<file path="src/bbc_pkg.sv">
// bbc_pkg: shared types and constants of the balanced bracket checker.
// No dependencies; the front, queue and back modules reference it by scoped names.
`default_nettype none

package bbc_pkg;

	// work that the front hands to the back
	typedef enum logic [1:0] {
		OP_PUSH = 2'd0,
		OP_POP  = 2'd1,
		OP_END  = 2'd2
	} op_t;

	typedef logic [1:0] kind_t;

	localparam kind_t KIND_ROUND  = 2'd0;
	localparam kind_t KIND_SQUARE = 2'd1;
	localparam kind_t KIND_CURLY  = 2'd2;

	typedef struct packed {
		op_t   op;
		kind_t kind;
	} token_t;

	typedef logic [1:0] status_t;

	localparam status_t STATUS_BALANCED   = 2'd0;
	localparam status_t STATUS_UNBALANCED = 2'd1;
	localparam status_t STATUS_OVERFLOW   = 2'd2;

	localparam logic [7:0] CHAR_OPEN_ROUND   = 8'h28;
	localparam logic [7:0] CHAR_CLOSE_ROUND  = 8'h29;
	localparam logic [7:0] CHAR_OPEN_SQUARE  = 8'h5B;
	localparam logic [7:0] CHAR_CLOSE_SQUARE = 8'h5D;
	localparam logic [7:0] CHAR_OPEN_CURLY   = 8'h7B;
	localparam logic [7:0] CHAR_CLOSE_CURLY  = 8'h7D;

	// token queue; depth is a power of two so the pointers wrap on their own
	localparam int QUEUE_DEPTH = 4;
	localparam int QPTR_W      = 2;
	localparam int QCNT_W      = 3;

endpackage

`default_nettype wire

</file>
<file path="src/bbc_ram.sv">
// bbc_ram: generic single-write, single-read RAM with registered read data.
// No dependencies.
`default_nettype none

module bbc_ram #(
	parameter int WIDTH = 2,
	parameter int DEPTH = 64
) (
	input  wire logic                                   clk,
	input  wire logic                                   we,
	input  wire logic [((DEPTH > 1) ? $clog2(DEPTH) : 1)-1:0] waddr,
	input  wire logic [WIDTH-1:0]                       wdata,
	input  wire logic [((DEPTH > 1) ? $clog2(DEPTH) : 1)-1:0] raddr,
	output logic      [WIDTH-1:0]                       rdata
);

	logic [WIDTH-1:0] mem_q [DEPTH];

	always_ff @(posedge clk) begin
		if (we) begin
			mem_q[waddr] <= wdata;
		end
		rdata <= mem_q[raddr];
	end

endmodule

`default_nettype wire

</file>
<file path="src/bbc_back.sv">
// bbc_back: bracket stack, per-line flags, line counter and result register.
// Depends on bbc_pkg and bbc_ram; takes tokens from bbc_queue.
`default_nettype none

module bbc_back #(
	parameter int STACK_DEPTH = 64
) (
	input  wire logic            clk,
	input  wire logic            arst_n,
	input  wire logic            tok_valid,
	output logic                 tok_ready,
	input  wire bbc_pkg::token_t tok,
	output logic                 out_valid,
	input  wire logic            out_ready,
	output logic [1:0]           line_status,
	output logic [15:0]          line_number
);

	localparam int LW = $clog2(STACK_DEPTH + 1);
	localparam int AW = (STACK_DEPTH > 1) ? $clog2(STACK_DEPTH) : 1;
	localparam logic [LW-1:0] LevelMax = LW'(STACK_DEPTH);
	localparam logic [LW-1:0] SecondOffset = LW'(2);

	logic [LW-1:0]       level_q, level_d;
	logic                mismatch_q, mismatch_d;
	logic                exceeded_q, exceeded_d;
	logic [15:0]         line_q;
	bbc_pkg::kind_t      top_q, top_d;
	bbc_pkg::kind_t      second;
	logic                take;
	logic                take_end;
	logic                ignore;
	logic                we;
	logic [LW-1:0]       rd_level;
	logic                out_valid_q;
	bbc_pkg::status_t    status_s2;
	logic [15:0]         number_s2;
	bbc_pkg::status_t    status;

	assign tok_ready = (tok.op != bbc_pkg::OP_END) || !out_valid_q || out_ready;
	assign take      = tok_valid && tok_ready;
	assign take_end  = take && (tok.op == bbc_pkg::OP_END);
	assign ignore    = mismatch_q || exceeded_q;

	always_comb begin
		level_d    = level_q;
		mismatch_d = mismatch_q;
		exceeded_d = exceeded_q;
		top_d      = top_q;
		we         = 1'b0;
		if (take) begin
			unique case (tok.op)
				bbc_pkg::OP_END: begin
					level_d    = '0;
					mismatch_d = 1'b0;
					exceeded_d = 1'b0;
				end
				bbc_pkg::OP_PUSH: begin
					if (!ignore) begin
						if (level_q == LevelMax) begin
							exceeded_d = 1'b1;
						end else begin
							we      = 1'b1;
							level_d = level_q + 1'b1;
							top_d   = tok.kind;
						end
					end
				end
				bbc_pkg::OP_POP: begin
					if (!ignore) begin
						if (level_q == '0 || top_q != tok.kind) begin
							mismatch_d = 1'b1;
						end else begin
							level_d = level_q - 1'b1;
							top_d   = second;
						end
					end
				end
				default: ;
			endcase
		end
	end

	always_comb begin
		priority if (exceeded_q) begin
			status = bbc_pkg::STATUS_OVERFLOW;
		end else if (mismatch_q || level_q != '0) begin
			status = bbc_pkg::STATUS_UNBALANCED;
		end else begin
			status = bbc_pkg::STATUS_BALANCED;
		end
	end

	// prefetch the entry below the top for the level of the next cycle
	assign rd_level = level_d - SecondOffset;

	bbc_ram #(
		.WIDTH(2),
		.DEPTH(STACK_DEPTH)
	) u_stack (
		.clk  (clk),
		.we   (we),
		.waddr(level_q[AW-1:0]),
		.wdata(tok.kind),
		.raddr(rd_level[AW-1:0]),
		.rdata(second)
	);

	always_ff @(posedge clk or negedge arst_n) begin
		if (!arst_n) begin
			level_q     <= '0;
			mismatch_q  <= 1'b0;
			exceeded_q  <= 1'b0;
			line_q      <= 16'd1;
			out_valid_q <= 1'b0;
		end else begin
			level_q    <= level_d;
			mismatch_q <= mismatch_d;
			exceeded_q <= exceeded_d;
			if (take_end) begin
				line_q      <= line_q + 16'd1;
				out_valid_q <= 1'b1;
			end else if (out_ready) begin
				out_valid_q <= 1'b0;
			end
		end
	end

	always_ff @(posedge clk) begin
		top_q <= top_d;
		if (take_end) begin
			status_s2 <= status;
			number_s2 <= line_q;
		end
	end

	assign out_valid   = out_valid_q;
	assign line_status = status_s2;
	assign line_number = number_s2;

	a_level_bound: assert property (@(posedge clk) disable iff (!arst_n)
		level_q <= LevelMax)
		else $error("stack level beyond depth");

	a_overflow_full: assert property (@(posedge clk) disable iff (!arst_n)
		exceeded_q |-> (level_q == LevelMax))
		else $error("overflow flag without a full stack");

	a_end_result: assert property (@(posedge clk) disable iff (!arst_n)
		take_end |=> (out_valid_q && level_q == '0 && !mismatch_q && !exceeded_q))
		else $error("terminator did not post a result and clear the line");

endmodule

`default_nettype wire

</file>
<file path="config.mk">
export PLATFORM = sky130hd
export DESIGN_NAME = bbc_back
export DESIGN_NICKNAME = d
export VERILOG_FILES = /design/src/bbc_pkg.sv /design/src/bbc_ram.sv /design/src/bbc_back.sv
export SDC_FILE = /design/constraint.sdc
export NUM_CORES = 1
export LEC_CHECK = 0
export BUFFER_PORTS_ARGS = -buffer_cell sky130_fd_sc_hd__buf_2
export CAP_MARGIN = 40
export CORE_AREA = 2 2 176 195
export DETAILED_ROUTE_END_ITERATION = 12
export DIE_AREA = 0 0 178 197
export PLACE_DENSITY = 0.45
export SKIP_CTS_REPAIR_TIMING = 1
export SYNTH_ARGS = -nofsm -noshare
export SYNTH_HDL_FRONTEND = slang
export SYNTH_SLANG_ARGS = --single-unit
</file>
<file path="constraint.sdc">
create_clock -name clk -period 7.5 [get_ports clk]
set_clock_uncertainty 0.05 [all_clocks]
set_input_delay 1.5 -clock clk [delete_from_list [all_inputs] [get_ports clk]]
set_output_delay 1.5 -clock clk [all_outputs]
set_load 0.02 [all_outputs]
</file>
* After elaboration in Yosys (flattened, before gate mapping)
Memories as Yosys holds them, arrays and structs flattened. A register that Yosys moved wholly into a read port is not among the register bits.
Cells that the tools add are included.
** Operators by class
- $add $sub $neg :: 4
- Equal/unequal tests :: 11
- Mux-type cells :: 26
- Reductions and logical operators :: 18
** Operator list (number)
- 2-to-1 mux 7 bit :: 5
- case mux 7 bit (3 select lines) :: 1
- adder 16 x 1 -> 16 bit (second input constant) :: 1
- inequality test 2 bit (second input constant) :: 7
- 2-to-1 mux 1 bit :: 13
- 2-to-1 mux 2 bit :: 4
- AND reduction 4 bit :: 2
- nonzero test 2 bit :: 4
- adder 7 x 1 -> 7 bit (second input constant) :: 1
- == test 7 bit (second input constant) :: 1
- logical NOT 7 bit :: 1
- nonzero test 7 bit :: 1
- subtractor 7 x 1 -> 7 bit (second input constant) :: 1
- AND reduction 6 bit :: 1
- subtractor 6 x 2 -> 6 bit (second input constant) :: 1
- logical OR 1 bit :: 5
- case mux 1 bit (2 select lines) :: 2
- case mux 2 bit (2 select lines) :: 1
- == test 2 x 1 -> 1 bit (second input constant) :: 1
- == test 2 bit (second input constant) :: 1
- logical AND 1 bit :: 2
- logical NOT 2 bit :: 1
- inequality test 2 bit :: 1
- logical NOT 1 bit :: 1
** Word-level totals
- Register bits after elaboration :: 46
- Memory bits (writable) :: 128
- Memories kept :: 1
** Memories
- u_stack.mem_q :: words 64, width 2, rd ports 1, clocked after memory_dff 1, wr ports 1, RTL line bbc_ram.sv:17 : logic [WIDTH-1:0] mem_q [DEPTH];

* Logic depth before layout (Yosys ltp)
- Word-level depth :: 7
- Depth in mapped cells :: 22
- Gate-level depth less buffers :: 16

* Hierarchy
A second synthesis with hierarchy kept.
** Second synthesis, totals
- Cells, all modules :: 527
- Area, all modules :: 7746.2 µm²
** Modules (own cells, without submodules)
- bbc_ram :: instances 1, cells each 324, area each 5397.7 µm²
- bbc_back :: instances 1, cells each 203, area each 2348.5 µm²

* Least setup slack after synthesis
Ideal clock, no wire load.
- Path type :: input to register
- Start :: in tok[1] in the netlist's numbering
- End :: reg u_stack.rdata[0] (read register of u_stack.mem_q)
- Library setup time :: 72 ps
- Arrival :: 5007 ps
- Data required time :: 7378 ps
- Setup slack :: 2371 ps
- Cell stages on the path :: 17
- Path buffers :: 4
- Path through :: xor2_1 -> a211o_2 -> nor3_1 -> a221o_1 -> buf_4 -> clkinv_4 -> buf_2 -> ha_1 -> clkbuf_1 -> buf_1 -> mux2i_1 -> mux2i_1 -> o311ai_1 -> a2111oi_0 -> o22ai_1 -> o2111a_1 -> mux2i_1
** On the way
- Longest elaborated chain between the ends :: 7
** Ends and longest elaborated chain
- start, declared :: RTL line bbc_back.sv:12 : input wire bbc_pkg::token_t tok,
- inequality test 2 bit :: RTL line bbc_back.sv:71 : if (level_q == '0 || top_q != tok.kind) begin
- logical OR 1 bit :: RTL line bbc_back.sv:71
- 2-to-1 mux 7 bit :: RTL line bbc_back.sv:71
- 2-to-1 mux 7 bit :: RTL line bbc_back.sv:70 : if (!ignore) begin
- case mux 7 bit (3 select lines) :: RTL line bbc_back.sv:52 : unique case (tok.op)
- 2-to-1 mux 7 bit :: RTL line bbc_back.sv:51 : if (take) begin
- subtractor 6 x 2 -> 6 bit :: RTL line bbc_back.sv:95 : assign rd_level = level_d - SecondOffset;
- end, declared :: RTL line bbc_ram.sv:14 : output logic [WIDTH-1:0] rdata
No other way between the ends.
A chain may end at the register's enable or synchronous reset.

* Worst setup path after layout
Same ends and word-level chain as after synthesis.

==> flow_summary.toml <==
[worst_setup_path]
path_buf_inv = 4
startpoint = "tok[1]"
crit_arrival_ns = 6.10
crit_path_end = "u_stack.rdata[0]$_DFF_P_"
critPathMaxStageDelay_ns = 0.62
path_class = "input port to register"
critPathLaunchType = "input port"
reg2reg_from = "level_q[0]$_DFF_PN0_"
worst_setup_path_end_kind = "register"
critical-path-top-delay-family = "compound AO/OA/AOI/OAI gates"
slowest_stage = "ha_2"
cp_cell_sequence = "buf_2 -> xor2_1 -> a211o_2 -> nor3_1 -> a221o_1 -> clkinv_4 -> ha_2 -> buf_4 -> nand2_1 -> buf_4 -> o311a_1 -> a22oi_1 -> o22ai_1 -> a221oi_1 -> mux2i_1"
crit_top_cell = "buf_4"
r2r-end = "u_stack.rdata[0]$_DFF_P_"
crit_cells = 15
required_ns = 7.76
worst-path-max-fanout = 18
ff2ff_path_depth = 16
r2r_slack_ns = 1.77

[placed_design]
routabilityCongestion = 0.796
io_buffers = 27
place_area_sq_um = 9710
post-dp-hpwl_mm = 18.3

[power_and_ir_drop]
p_leak_nw = 3.28
peakVddDrop_v = 0.000114
power_mw = 3.58
cellPowerDensity_nw_per_um2 = 349

[layout]
antenna_cells = 0
fillerInstances = 3371
seq_area_sq_um = 5140
fin_area_sq_um = 10300
finalNetCount = 824
drive_gt1_share_pct = 12.5
syn2layout_area_growth_pct = 12.1
multiInputGateArea_sq_um = 3680

[outcome]
status = "completed"

[timing]
slew_violations = 0
setup-violations-final = 0
rsz0062_at_grt = "false"
worstMarginPinSlew_ns = 0.819
tns_ns = 0
min_period_ns = 5.84
max_freq_mhz = 171
period_share_pct = 77.9
slew_headroom_pct = 45.4
hold_viol = 0

[detailed_routing]
via_per_inst = 5.50
drt_first_iter_violations = 560
dr_total_vias = 6913
wirelength_mm = 28.3
wl_per_cell_um = 22.5
firstDrtPassIters = 6
ant_nets = 0
drc = 0

[global_route]
gr-total-overflow = 0
grt_max_degree = 66
antenna_found_initial = 0
grt_usage_pct = 16.7
grt_pass1_vias = 6946
grt_pass1_wl_mm = 43.2

[floorplan]
die-height_um = 197
core_area_sq_um = 33000
rows = 70
die_area_sq_um = 35100
die_w_um = 178
io_pins = 28
start_util_pct = 27.7

[yosys]
synth_area_sq_um = 9160
synth_cell_types = 69
synth_flop_cell = "edfxtp_1"
syn_nets = 822
synth-seq-cells = 176
syn_avg_cell_area_sq_um = 11.3
synth_async_sr_flop_share_pct = 14.8
synth_edf_count = 148
syn_inst = 809
synth_warnings = 0
synth-seq-area-share_pct = 56.1

[clock_tree]
cts_tree = "built"
cts_buffer_depth = 2
cts_sinks = 176
htree_levels = 4
worstSkewPairLatency_ns = 0.45
root_buffer = "clkbuf_16"
path_clk_slew_ns = 0.07
numCtsBuffers = 17

[hold_path]
hp-class = "register to register"

[run]
drv_cap = 0
[cell type report]
type / count / area share (%)
sequential: 176 / 50.0
multi-input combinational: 557 / 35.9
tap: 432 / 5.27
clock buffer: 18 / 4.18
timing repair buffer: 48 / 3.00
clock inverter: 14 / 1.18
inverter: 11 / 0.451
[per-layer routing]
metal  up-vias  wire length (um)  global-route usage, %
met5         -                 0                      0
met4         0               687                   5.74
met3        42              1390                   2.80
met2       231             13600                   27.3
met1      3477             12600                   22.2
li1       3163                 -                      -
[state kept, by name, indices dropped and copies added, names as in the netlist]
name and cells:
exceeded_q 1, level_q 7, line_number 16, line_q 16, line_status 2, mismatch_q 1
out_valid 1, top_q 2, u_stack.mem_q 128, u_stack.rdata 2
[cell usage after synthesis, types with 4 or more instances]
| library cell | number | area, sq um |
|---|---|---|
| a2111oi_0 | 13 | 114 |
| a21o_1 | 4 | 30.0 |
| a21oi_1 | 8 | 40.0 |
| a22oi_1 | 5 | 37.5 |
| a31oi_1 | 4 | 25.0 |
| a32oi_1 | 5 | 43.8 |
| and3_1 | 8 | 50.1 |
| buf_1 | 6 | 22.5 |
| buf_2 | 7 | 35.0 |
| buf_6 | 7 | 78.8 |
| clkbuf_1 | 43 | 161 |
| dfrtp_1 | 25 | 626 |
| edfxtp_1 | 148 | 4440 |
| ha_1 | 5 | 62.6 |
| inv_1 | 8 | 30.0 |
| mux2i_1 | 54 | 541 |
| nand2_1 | 32 | 120 |
| nand2b_1 | 8 | 50.1 |
| nand3_1 | 20 | 100 |
| nand4_1 | 8 | 50.1 |
| nor2_1 | 120 | 450 |
| nor2b_1 | 6 | 37.5 |
| nor3_1 | 31 | 155 |
| o21ai_0 | 47 | 235 |
| o221ai_1 | 11 | 96.3 |
| o22ai_1 | 33 | 206 |
| o311a_1 | 19 | 190 |
| o311ai_0 | 26 | 228 |
| o311ai_1 | 4 | 35.0 |
| or3_1 | 23 | 144 |
| xnor2_1 | 13 | 114 |
| xor2_1 | 5 | 43.8 |
[how the worst min path moves through the flow]
stage / start / to / slack [ns] / cells after the start
after CTS: line_q[15]$_DFFE_PN0P_ / line_number[15]$_DFFE_PP_ / 0.44 / 0
after global placement: line_q[15]$_DFFE_PN0P_ / line_number[15]$_DFFE_PP_ / 0.41 / 0
after detailed placement: line_q[15]$_DFFE_PN0P_ / line_number[15]$_DFFE_PP_ / 0.42 / 0
after floorplan: line_q[15]$_DFFE_PN0P_ / line_q[15]$_DFFE_PN0P_ / 0.39 / 1
final: line_q[15]$_DFFE_PN0P_ / line_q[15]$_DFFE_PN0P_ / 0.43 / 1
after global routing: line_q[15]$_DFFE_PN0P_ / line_q[15]$_DFFE_PN0P_ / 0.45 / 1
[cells in the final DEF (no fill, tap or decap), drive strengths merged, types with 25 or more instances in the layout]
master,netlist,final
nor3,31,31
o22ai,33,33
mux2i,54,54
dfrtp,25,25
edfxtp,148,148
o311ai,30,30
nor2,120,120
nand2,33,33
o21ai,48,48
buf,22,48
[power by group]
part           internal (mW)  switching (mW)  total [mW]
registers               1.11          0.0645        1.17
clock network          0.437           0.416       0.853
logic                  0.532            1.02        1.55
[through the flow]
stage               instances  utilization [%]  hold WS [ns]  worst slack, ns
global placement         1222             29.3         0.414             1.23
finish                   1256             31.1         0.434             1.66
detailed placement       1224             29.4         0.421             1.17
global route             1256             31.1         0.452             1.30
floorplan                 809                -         0.391             2.37
CTS                      1256             31.1         0.440             1.62
[logic make-up (layout without fill, tap and decap cells)]
logic type | after synthesis | in the layout | share of synthesized area (%)
buffers and inverters | 76 | 91 | 3.92
AO/OA/AOI/OAI | 206 | 206 | 17.3
flip-flops | 176 | 176 | 56.1
XOR/XNOR | 18 | 18 | 1.72
AND/OR/NAND/NOR | 272 | 272 | 14.1
multiplexers | 56 | 56 | 6.15
adder cells (fa/ha/maj) | 5 | 5 | 0.683
Power figures use the tool's default switching activity.
